`config.mk`:
```
export PLATFORM = sky130hd
export DESIGN_NAME = at_command_baud_hunt_sequencer
export DESIGN_NICKNAME = d
export VERILOG_FILES = /design/src/rtl/cbh_pkg.sv /design/src/rtl/cbh_step.sv /design/src/rtl/at_command_baud_hunt_sequencer.sv
export SDC_FILE = /design/constraint.sdc
export NUM_CORES = 1
export LEC_CHECK = 0
export BUFFER_PORTS_ARGS = -buffer_cell sky130_fd_sc_hd__buf_2
export CORE_UTILIZATION = 51
export DETAILED_ROUTE_END_ITERATION = 12
export HOLD_SLACK_MARGIN = 0.15
export PLACE_DENSITY = 0.7
export SLEW_MARGIN = 20
export SYNTH_ARGS = -nofsm -noshare
export SYNTH_HDL_FRONTEND = slang
export SYNTH_SLANG_ARGS = --single-unit
```
`constraint.sdc`:
```
create_clock -name i_clk -period 4.64 [get_ports i_clk]
set_input_delay 0.232 -clock i_clk [delete_from_list [all_inputs] [get_ports i_clk]]
set_output_delay 0.232 -clock i_clk [all_outputs]
set_load 0.02 [all_outputs]
```
`src/rtl/cbh_pkg.sv`:
```
// Shared types and constants for the baud-hunt command sequencer.
// No dependencies; used by cbh_step and at_command_baud_hunt_sequencer.
package cbh_pkg;

    // Marker for "no rate chosen"
    localparam logic [3:0] NO_RATE   = 4'hF;
    localparam logic [3:0] HUNT_LEN  = 4'd8;
    localparam logic [3:0] RATE_MAX  = 4'd8;
    localparam logic [3:0] RATE_MIN  = 4'd1;

    // Event kinds carried in the input tuser
    localparam logic [1:0] MODE_START = 2'd0;
    localparam logic [1:0] MODE_REPLY = 2'd1;

    // Reply characters
    localparam logic [7:0] CH_O    = 8'h4F;
    localparam logic [7:0] CH_K    = 8'h4B;
    localparam logic [7:0] CH_PLUS = 8'h2B;
    localparam logic [7:0] CH_A    = 8'h41;
    localparam logic [7:0] CH_Z    = 8'h5A;

    // Sequencer state
    typedef struct packed {
        logic       running;
        logic [3:0] cmd_pos;
        logic [3:0] cur_rate;
        logic [3:0] prev_rate;
        logic [3:0] hunt_pos;
    } t_state;

    // One result item
    typedef struct packed {
        logic       success;
        logic       finished;
        logic       restore_saved_speed;
        logic [1:0] command_index;
        logic       send_command;
        logic [3:0] port_baud_index;
        logic       reconfigure_port;
    } t_result;

    // Rate preference order: 9600, 38400, 115200, then the rest downwards
    function automatic logic [3:0] hunt_rate(input logic [2:0] idx);
        logic [3:0] r;
        unique case (idx)
            3'd0:    r = 4'd4;
            3'd1:    r = 4'd6;
            3'd2:    r = 4'd8;
            3'd3:    r = 4'd7;
            3'd4:    r = 4'd5;
            3'd5:    r = 4'd3;
            3'd6:    r = 4'd2;
            default: r = 4'd1;
        endcase
        return r;
    endfunction

endpackage

```
`src/rtl/cbh_step.sv`:
```
// Combinational step of the sequencer: judges one event and gives the next state and result.
// Depends on cbh_pkg.
module cbh_step #(
    parameter int NUM_COMMANDS      = 4,
    parameter int BAUD_COMMAND_SLOT = 1
) (
    input  cbh_pkg::t_state  i_state,
    input  logic [1:0]       i_mode,
    input  logic [7:0]       i_reply_first,
    input  logic [7:0]       i_reply_second,
    input  logic [3:0]       i_target,
    output cbh_pkg::t_state  o_state,
    output cbh_pkg::t_result o_result
);

    logic            accepted;
    logic            restore;
    logic            reconf;
    logic            active;
    cbh_pkg::t_state s;

    // Reply is OK or '+' followed by an upper-case letter
    assign accepted = (i_mode == cbh_pkg::MODE_REPLY) &&
                      (((i_reply_first == cbh_pkg::CH_O) && (i_reply_second == cbh_pkg::CH_K)) ||
                       ((i_reply_first == cbh_pkg::CH_PLUS) &&
                        (i_reply_second >= cbh_pkg::CH_A) && (i_reply_second <= cbh_pkg::CH_Z)));

    always_comb begin
        s        = i_state;
        o_result = '0;
        restore  = 1'b0;
        reconf   = 1'b0;
        active   = 1'b1;

        // Judge the event against the command last sent
        if (i_mode == cbh_pkg::MODE_START) begin
            s.running   = 1'b1;
            s.cmd_pos   = '0;
            s.cur_rate  = cbh_pkg::NO_RATE;
            s.prev_rate = cbh_pkg::NO_RATE;
            s.hunt_pos  = '0;
        end else if (!i_state.running) begin
            active = 1'b0;
        end else if (accepted) begin
            if (32'(i_state.cmd_pos) == 32'(BAUD_COMMAND_SLOT)) begin
                if ((i_target >= cbh_pkg::RATE_MIN) && (i_target <= cbh_pkg::RATE_MAX)) begin
                    s.cur_rate = i_target;
                end else begin
                    s.cur_rate = cbh_pkg::NO_RATE;
                end
                s.hunt_pos = '0;
            end
            if (32'(i_state.cmd_pos) < 32'(NUM_COMMANDS)) begin
                s.cmd_pos = i_state.cmd_pos + 4'd1;
            end
        end else begin
            s.cur_rate = cbh_pkg::NO_RATE;
        end

        // Pick the next rate if needed, then the next command or the finish
        if (active) begin
            if ((s.cur_rate == cbh_pkg::NO_RATE) && (s.hunt_pos >= cbh_pkg::HUNT_LEN)) begin
                s.running         = 1'b0;
                o_result.finished = 1'b1;
            end else begin
                if (s.cur_rate == cbh_pkg::NO_RATE) begin
                    s.cur_rate = cbh_pkg::hunt_rate(s.hunt_pos[2:0]);
                    s.hunt_pos = s.hunt_pos + 4'd1;
                end
                restore     = 32'(s.cmd_pos) >= 32'(NUM_COMMANDS);
                reconf      = (s.cur_rate != s.prev_rate) || restore;
                s.prev_rate = s.cur_rate;
                if (reconf) begin
                    o_result.reconfigure_port    = 1'b1;
                    o_result.port_baud_index     = restore ? 4'd0 : s.cur_rate;
                    o_result.restore_saved_speed = restore;
                end
                if (restore) begin
                    s.running         = 1'b0;
                    o_result.finished = 1'b1;
                    o_result.success  = 1'b1;
                end else begin
                    o_result.send_command  = 1'b1;
                    o_result.command_index = s.cmd_pos[1:0];
                end
            end
        end

        o_state = s;
    end

endmodule

```
`src/rtl/at_command_baud_hunt_sequencer.sv`:
```
// Top level of the baud-hunt command sequencer: input register, state, result register.
// Depends on cbh_pkg and cbh_step.
//
//  Channel   Dir  Ports                 Content
//  s_axis    in   tdata[15:0], tuser    reply_first, reply_second; tuser = mode
//  m_axis    out  tdata[15:0]           one result per event
//  cfg       in   i_cfg_we, wdata[3:0]  target_baud_index
//
// One event per cycle while the result side is not stalling; a request that is taken passes
// through the input register, then the step logic into the result register.
// i_rst_n is synchronous and active low; it empties both registers and idles the sequencer.
// A stalled result holds the input register; the input side stays ready while the
// input register is empty or moving on.
module at_command_baud_hunt_sequencer #(
    parameter int NUM_COMMANDS      = 4,
    parameter int BAUD_COMMAND_SLOT = 1
) (
    input  logic        i_clk,
    input  logic        i_rst_n,
    input  logic        i_cfg_we,
    input  logic [3:0]  i_cfg_wdata,       // target_baud_index
    input  logic        i_s_axis_tvalid,
    output logic        o_s_axis_tready,
    input  logic [15:0] i_s_axis_tdata,    // [7:0] reply_first, [15:8] reply_second
    input  logic [1:0]  i_s_axis_tuser,    // [1:0] mode
    output logic        o_m_axis_tvalid,
    input  logic        i_m_axis_tready,
    output logic [15:0] o_m_axis_tdata     // [0] reconfigure_port, [4:1] port_baud_index,
                                           // [5] send_command, [7:6] command_index,
                                           // [8] restore_saved_speed, [9] finished,
                                           // [10] success, [15:11] zero
);

    logic              r_in_valid, n_in_valid;
    logic [1:0]        r_mode;
    logic [7:0]        r_first;
    logic [7:0]        r_second;
    logic [3:0]        r_target;
    cbh_pkg::t_state   r_state, n_state;
    logic              r_out_valid, n_out_valid;
    cbh_pkg::t_result  r_out, n_out;
    logic              in_take;
    logic              step_en;

    // Handshake
    assign step_en         = r_in_valid && (!r_out_valid || i_m_axis_tready);
    assign in_take         = i_s_axis_tvalid && o_s_axis_tready;
    assign o_s_axis_tready = !r_in_valid || step_en;
    assign n_in_valid      = in_take || (r_in_valid && !step_en);
    assign n_out_valid     = step_en || (r_out_valid && !i_m_axis_tready);

    cbh_step #(
        .NUM_COMMANDS      (NUM_COMMANDS),
        .BAUD_COMMAND_SLOT (BAUD_COMMAND_SLOT)
    ) u_step (
        .i_state        (r_state),
        .i_mode         (r_mode),
        .i_reply_first  (r_first),
        .i_reply_second (r_second),
        .i_target       (r_target),
        .o_state        (n_state),
        .o_result       (n_out)
    );

    // Control and state
    always_ff @(posedge i_clk) begin
        if (!i_rst_n) begin
            r_in_valid        <= 1'b0;
            r_out_valid       <= 1'b0;
            r_target          <= 4'd0;
            r_state.running   <= 1'b0;
            r_state.cmd_pos   <= '0;
            r_state.cur_rate  <= cbh_pkg::NO_RATE;
            r_state.prev_rate <= cbh_pkg::NO_RATE;
            r_state.hunt_pos  <= '0;
        end else begin
            r_in_valid  <= n_in_valid;
            r_out_valid <= n_out_valid;
            if (i_cfg_we) begin
                r_target <= i_cfg_wdata;
            end
            if (step_en) begin
                r_state <= n_state;
            end
        end
    end

    // Payload registers
    always_ff @(posedge i_clk) begin
        if (in_take) begin
            r_mode   <= i_s_axis_tuser;
            r_first  <= i_s_axis_tdata[7:0];
            r_second <= i_s_axis_tdata[15:8];
        end
        if (step_en) begin
            r_out <= n_out;
        end
    end

    assign o_m_axis_tvalid = r_out_valid;
    assign o_m_axis_tdata  = {5'd0, r_out};

    // Sequencer only stops running with a finish result
    a_stop_finishes: assert property (@(posedge i_clk) disable iff (!i_rst_n)
        $fell(r_state.running) |-> (r_out_valid && r_out.finished))
        else $error("sequencer stopped without a finish result");

    // A finish never sends a command
    a_finish_no_send: assert property (@(posedge i_clk) disable iff (!i_rst_n)
        (r_out_valid && r_out.finished) |-> (!r_out.send_command && !r_state.running))
        else $error("finish result sends a command or leaves sequencer running");

    // Restore only on success, with a reconfigure and no rate index
    a_restore_success: assert property (@(posedge i_clk) disable iff (!i_rst_n)
        (r_out_valid && r_out.restore_saved_speed) |->
        (r_out.success && r_out.reconfigure_port && (r_out.port_baud_index == 4'd0)))
        else $error("restore result inconsistent");

    // A step only fires when the input register holds a request
    a_step_needs_input: assert property (@(posedge i_clk) disable iff (!i_rst_n)
        $changed(r_state) |-> $past(r_in_valid))
        else $error("state changed without a request");

endmodule

```
; ---- After elaboration in Yosys (flattened, before gate mapping)
; Index checks and enable logic that the tools add are counted.
[classes]
add_sub_neg = 2
order_cmp = 7
eq_ne = 13
mux = 29
bitwise_logic = 2
n_reduce_logical = 26
[op_table]
columns = operator, n
row1 = 2-to-1 mux 4 bit, 14
row2 = case mux 4 bit (7 select lines), 1
row3 = 2-to-1 mux 12 bit, 2
row4 = equality test 8 x 7 -> 1 bit (second input constant), 2
row5 = 2-to-1 mux 8 bit, 2
row6 = logical AND 1 bit, 10
row7 = equality test 3 bit (second input constant), 3
row8 = 2-to-1 mux 1 bit, 9
row9 = adder 4 x 1 -> 4 bit (second input constant), 2
row10 = equality test 8 x 6 -> 1 bit (second input constant), 1
row11 = greater-or-equal comparator 8 x 7 -> 1 bit (second input constant), 1
row12 = less-or-equal comparator 8 x 7 -> 1 bit (second input constant), 1
row13 = equality test 3 x 2 -> 1 bit (second input constant), 2
row14 = logical OR 1 bit, 6
row15 = OR reduction 3 bit, 2
row16 = equality test 4 x 1 -> 1 bit (second input constant), 1
row17 = equality test 4 bit (second input constant), 1
row18 = greater-or-equal comparator 4 x 1 -> 1 bit (second input constant), 1
row19 = greater-or-equal comparator 4 x 3 -> 1 bit (second input constant), 1
row20 = greater-or-equal comparator 4 bit (second input constant), 1
row21 = less-or-equal comparator 4 bit (second input constant), 1
row22 = logical NOT 1 bit, 4
row23 = < comparator 4 x 3 -> 1 bit (second input constant), 1
row24 = != test 4 bit, 1
row25 = other kinds (8), 9
[word_totals]
register_bits = 52
out_inout_bits = 18
word_cells = 97

; ---- Logic depth before layout (Yosys ltp)
[logic_depth]
ltp_word = 17
ltp_mapped = 16
ltp_nobuf = 16

; ---- Modules after synthesis
; A second synthesis with hierarchy kept.
[hier_totals]
cells_unflattened = 301
area_unflattened_um2 = 2981.6
[by_module_without_submodules]
columns = mod, instances, cells_each, area_each_um2, seq_area_each_um2
row1 = at_command_baud_hunt_sequencer, 1, 132, 1844.3, 1331.3
row2 = cbh_step, 1, 169, 1137.3, 0.0

; ---- Worst setup path after synthesis
; Ideal clock, no wire load.
[synth_timing]
path_kind = reg2reg
start = register r_second[0]
end = register r_out, in the netlist o_m_axis_tdata[0], data pin
arrival_time_ns = 2.932
required_ns = 4.370
slack_ns = 1.438
path_stages_with_launch = 15
path_buffers = 0
period_less_slack_ns = 3.202
path_cell_list = edfxtp_1 > or4_4 > nor2_4 > or3_1 > a21oi_1 > nor2_1 > nand2_1 > inv_1 > ha_1 > and2_1 > o221ai_1 > a21boi_1 > xnor2_1 > a221oi_4 > a31oi_1
[synth_between]
elab_chain_cells = 16
word_cells_on_any_way = 34
[synth_rtl]
columns = item, line_no
row1 = "start, declared", at_command_baud_hunt_sequencer.sv:37  ; logic [7:0] r_second;
row2 = "start signal, assigned", at_command_baud_hunt_sequencer.sv:93  ; r_second <= i_s_axis_tdata[15:8];
row3 = greater-or-equal comparator 8 x 7 -> 1 bit, cbh_step.sv:26  ; (i_reply_second >= cbh_pkg::CH_A) && (i_reply_second <= cbh_pkg::CH_Z)));
row4 = logical AND 1 bit, cbh_step.sv:25  ; ((i_reply_first == cbh_pkg::CH_PLUS) &&
row5 = logical AND 1 bit, cbh_step.sv:26
row6 = logical OR 1 bit *, cbh_step.sv:24  ; (((i_reply_first == cbh_pkg::CH_O) && (i_reply_second == cbh_pkg::CH_K)) ||
row7 = logical AND 1 bit *, cbh_step.sv:23  ; assign accepted = (i_mode == cbh_pkg::MODE_REPLY) &&
row8 = 2-to-1 mux 4 bit, cbh_step.sv:44  ; end else if (accepted) begin
row9 = 2-to-1 mux 4 bit, cbh_step.sv:42  ; end else if (!i_state.running) begin
row10 = 2-to-1 mux 4 bit, cbh_step.sv:36  ; if (i_mode == cbh_pkg::MODE_START) begin
row11 = "equality test 3 bit, or another cell as far along", cbh_pkg.sv:45  ; unique case (idx)
row12 = case mux 4 bit (7 select lines), cbh_pkg.sv:45
row13 = 2-to-1 mux 4 bit, cbh_step.sv:66  ; if (s.cur_rate == cbh_pkg::NO_RATE) begin
row14 = 2-to-1 mux 4 bit, cbh_step.sv:62  ; if ((s.cur_rate == cbh_pkg::NO_RATE) && (s.hunt_pos >= cbh_pkg::HUNT_LEN)) begin
row15 = 2-to-1 mux 4 bit, cbh_step.sv:61  ; if (active) begin
row16 = != test 4 bit, cbh_step.sv:71  ; reconf = (s.cur_rate != s.prev_rate) || restore;
row17 = logical OR 1 bit, cbh_step.sv:71
row18 = 2-to-1 mux 1 bit, cbh_step.sv:73  ; if (reconf) begin
row19 = "end signal, assigned", at_command_baud_hunt_sequencer.sv:96  ; r_out <= n_out;
row20 = "end, declared", at_command_baud_hunt_sequencer.sv:41  ; cbh_pkg::t_result r_out, n_out;
; Every way passes the cells marked *; elsewhere a longest branch is shown, timed or not. The select of a mux whose other input is x is not followed.
; A chain may end at the register's enable or synchronous reset.

; ---- Worst setup path in the final report
[layout_timing]
start = register r_state[12] (netlist bit)
end = register r_out, in the netlist o_m_axis_tdata[1], data pin
[layout_between]
elab_chain_cells = 14
word_cells_on_any_way = 32
[layout_rtl]
columns = item, line_no
row1 = "start, declared", at_command_baud_hunt_sequencer.sv:39  ; cbh_pkg::t_state r_state, n_state;
row2 = "start signal, assigned", at_command_baud_hunt_sequencer.sv:83  ; r_state <= n_state;
row3 = equality test 4 x 1 -> 1 bit, cbh_step.sv:45  ; if (32'(i_state.cmd_pos) == 32'(BAUD_COMMAND_SLOT)) begin
row4 = 2-to-1 mux 4 bit, cbh_step.sv:45
row5 = 2-to-1 mux 4 bit, cbh_step.sv:44
row6 = 2-to-1 mux 4 bit, cbh_step.sv:42
row7 = 2-to-1 mux 4 bit, cbh_step.sv:36
row8 = "equality test 3 bit, or another cell as far along", cbh_pkg.sv:45
row9 = case mux 4 bit (7 select lines), cbh_pkg.sv:45
row10 = 2-to-1 mux 4 bit, cbh_step.sv:66
row11 = 2-to-1 mux 4 bit, cbh_step.sv:62
row12 = 2-to-1 mux 4 bit, cbh_step.sv:61
row13 = != test 4 bit, cbh_step.sv:71
row14 = logical OR 1 bit, cbh_step.sv:71
row15 = inverter 1 bit (no source line), -
row16 = OR reduction 4 bit (no source line), -
; Parallel ways exist; a longest one is shown, timed or not. The select of a mux whose other input is x is not followed.

==> impl_metrics.tcl <==
set metrics [dict create \
    status "complete, no violations" \
    synthTopCellsByArea "edfxtp_1, dfxtp_1, nor2_1" \
    max_freq_mhz 264.6 \
    cp-end-kind "flop" \
    clk_latency_ns 0.31 \
    cts.reportedPaths.clkPinSlew_ns 0.09 \
    worstPathCellList "ha_1 -> nor3b_2 -> nand4_1 -> a21oi_1 -> nor2_1 -> nand2_1 -> inv_1 -> ha_1 -> ha_1 -> a31oi_1 -> nor2b_1 -> a41oi_1 -> nand4b_1 -> a211o_1 -> a21oi_1" \
    register_area_mm2 0.001331 \
    synth_edf_count 29 \
    pwr-share-clk 0.328 \
    ys_seq_area_frac 0.4596 \
    final_common_cell "buf_2" \
    ys_ff_latch 52 \
    cts.repair.resized 0 \
    h-tree-depth 2 \
    clkSinkCount 52 \
    placed_cells 397 \
    worst_path_most_repeated_cell "ha_1" \
    stdcell_count 423 \
    grt_setup_unrepaired "no" \
    p_seq_frac 0.545 \
    tns_ns 0 \
    yosys.cell_types.count 68 \
    nNetsFinal 384 \
    p_sw_frac 0.2499 \
    multiInputGateArea_mm2 0.001451 \
    cts_hold_buf 18 \
    post-route-period-util 0.8144 \
    worst-path-max-fanout 8 \
    critPathSlowestCell "dfxtp_1" \
    maxSlewViolCount 0 \
    grt_max_degree 24 \
    yosysTopAreaCell "edfxtp_1" \
    synth_flop_cell "edfxtp_1" \
    critPathKind "flop to flop" \
    fp.dieW_um 77.36 \
    gp_congestion 0.9039 \
    hold_viol 0 \
    wl_per_cell_um 15.19 \
    peakVddDrop_mv 0.1853 \
    slowest_delay_ns 0.44 \
    numCtsBuffers 5 \
    synth_top_area_share 0.3006 \
    dieHeight_um 77.36 \
    area_delta_synth_final_pct 17.15 \
    async_flop_share 0 \
    clock-root-buffer "clkbuf_8" \
    vias 2430 \
    synthCells 299 \
    antennaDiodeCount 0 \
    ys_warn_count 0 \
    wirelength_mm 6.426 \
    die_area_mm2 0.005985 \
    ant_nets 0 \
    hold_ws_ns 0.1729 \
    worst_slew_pin_slew_ns 0.7244 \
    cts_tree "yes" \
    clockBufferDepth 2 \
    drt_iter0_drc 134 \
    power_frac_comb 0.127 \
    setup_viol 0 \
    dpl_worst_slack_ns 0.9718 \
    synth_area_mm2 0.002897 \
    drc_errors 0 \
    nFillCells 456 \
    drt-pass1-iter-count 5 \
    drv_cap 0 \
    vias_per_cell 5.745 \
    grt_pass1_wl_mm 10.64 \
    hold_path_class "input pin to flop" \
    power_leakage_nw 1.330 \
    worstPathArrival_ns 3.94 \
    track_usage 0.2307 \
    antenna_found_initial 0 \
    initial_utilization 0.5260 \
    io-pin-count 45 \
    finalClockSkew_ns 0.005426 \
    cts_setup_buffers 0 \
    drive_gt1_frac 0.1880 \
    overflow 0 \
    netSwitchingPower_w 0.0002397 \
    setup_ws_ns 0.8614 \
    grt_pass1_vias 2279 \
    rows 27 \
    core_mm2 0.005507 \
    port_buffers 39 \
    fin_crit_ns 3.779 \
    final_cell_mix "buf_2, nor2_1, edfxtp_1" \
    hpwl_mm 4.478 \
    power.density_mw_per_mm2 282.6 \
    required_ns 4.80 \
    syn_area_per_cell_um2 9.687 \
    maxSlewHeadroom 0.5171 \
    crit_path_start_kind "flop" \
    intPower_w 0.0007194 \
]
==> layout make-up <==
| class | instances | share of cell area |
|---|---|---|
| Clock buffer | 5 | 0.02028 |
| Clock inverter | 3 | 0.01254 |
| Inverter | 7 | 0.007743 |
| Multi-Input combinational cell | 226 | 0.4277 |
| Sequential cell | 52 | 0.3923 |
| Tap cell | 72 | 0.02655 |
| Timing Repair Buffer | 58 | 0.1128 |
==> state kept, by name, summed over array words and instances (netlist names) <==
register / cells
r_state: 17
o_m_axis_tdata: 11
r_first: 8
r_second: 8
r_target: 4
r_mode: 2
o_m_axis_tvalid: 1
r_in_valid: 1
==> critical path: cells and delay by family (launching register included) <==
| kind | cells | cell delay [ns] |
|---|---|---|
| flops | 1 | 0.44 |
| buf+inv | 1 | 0.07 |
| fa+ha+maj | 3 | 0.63 |
| compound gates | 5 | 1.18 |
| simple gates | 6 | 1.31 |
==> stage by stage <==
stage | instance area, µm² | power (W) | utilization
2_1_floorplan | 2912 | 0.0006121 | -
3_3_place_gp | 3102 | 0.0006396 | 0.5633
3_5_place_dp | 3102 | 0.0006415 | 0.5633
4_1_cts | 3393 | 0.0009591 | 0.6162
5_1_grt | 3393 | 0.0009932 | 0.6162
6_report | 3393 | 0.0009591 | 0.6162
==> metal layers <==
layer	global-route usage	vias up	routed length (µm)	part of all wire
met5	0	-	0	0
met4	0.06792	0	95	0.015
met1	0.2902	1129	2786	0.43
met3	0.04353	10	357	0.056
met2	0.4009	98	3187	0.50
li1	-	1193	-	-
==> kinds of logic (layout without fill, tap and decap cells) <==
| group | count (synthesis) | after routing | synth area share |
|---|---|---|---|
| AOI/OAI and AO/OA | 75 | 75 | 0.1793 |
| xor gates and xnor gates | 5 | 5 | 0.01512 |
| adders and majority gates | 7 | 7 | 0.03024 |
| buffers and inverters | 25 | 73 | 0.04449 |
| DFF | 52 | 52 | 0.4596 |
| muxes | 7 | 7 | 0.02419 |
| other | 1 | 5 | 0.001295 |
| and+or+nand+nor | 127 | 127 | 0.2458 |
==> synth_stat cells, drive strengths merged, types with 8 or more instances <==
master   n
dfxtp   23
a21oi   19
nor3     9
nand3    8
clkbuf   9
nor2    38
buf      8
o21ai   18
edfxtp  29
nor2b   13
nand2   20
==> path summary, 6_finish.rpt <==
kind                                                from                         endpoint  slack, ns  cells past startpoint
worst max-delay path            r_state[12]$_SDFFE_PN0P_  o_m_axis_tdata[1]$_SDFFCE_PP0P_       0.86                     15
worst min-delay path                      i_cfg_wdata[0]         r_target[0]$_SDFFE_PN0P_       0.17                      3
worst max register to register  r_state[12]$_SDFFE_PN0P_  o_m_axis_tdata[1]$_SDFFCE_PP0P_       0.86                     15
worst min register to register   r_state[7]$_SDFFE_PN1P_          r_state[7]$_SDFFE_PN1P_       0.49                      2
==> power by group through the flow <==
stage / Combinational [W] / Sequential [W] / Clock, W
final: 0.000122 / 0.000522 / 0.000315
after global routing: 0.000135 / 0.000525 / 0.000334
after detailed placement: 0.000109 / 0.000533 / 0
after floorplan: 0.0000802 / 0.000532 / 0
after global placement: 0.000108 / 0.000532 / 0
after CTS: 0.000121 / 0.000522 / 0.000316
Power figures use the tool's default switching activity.
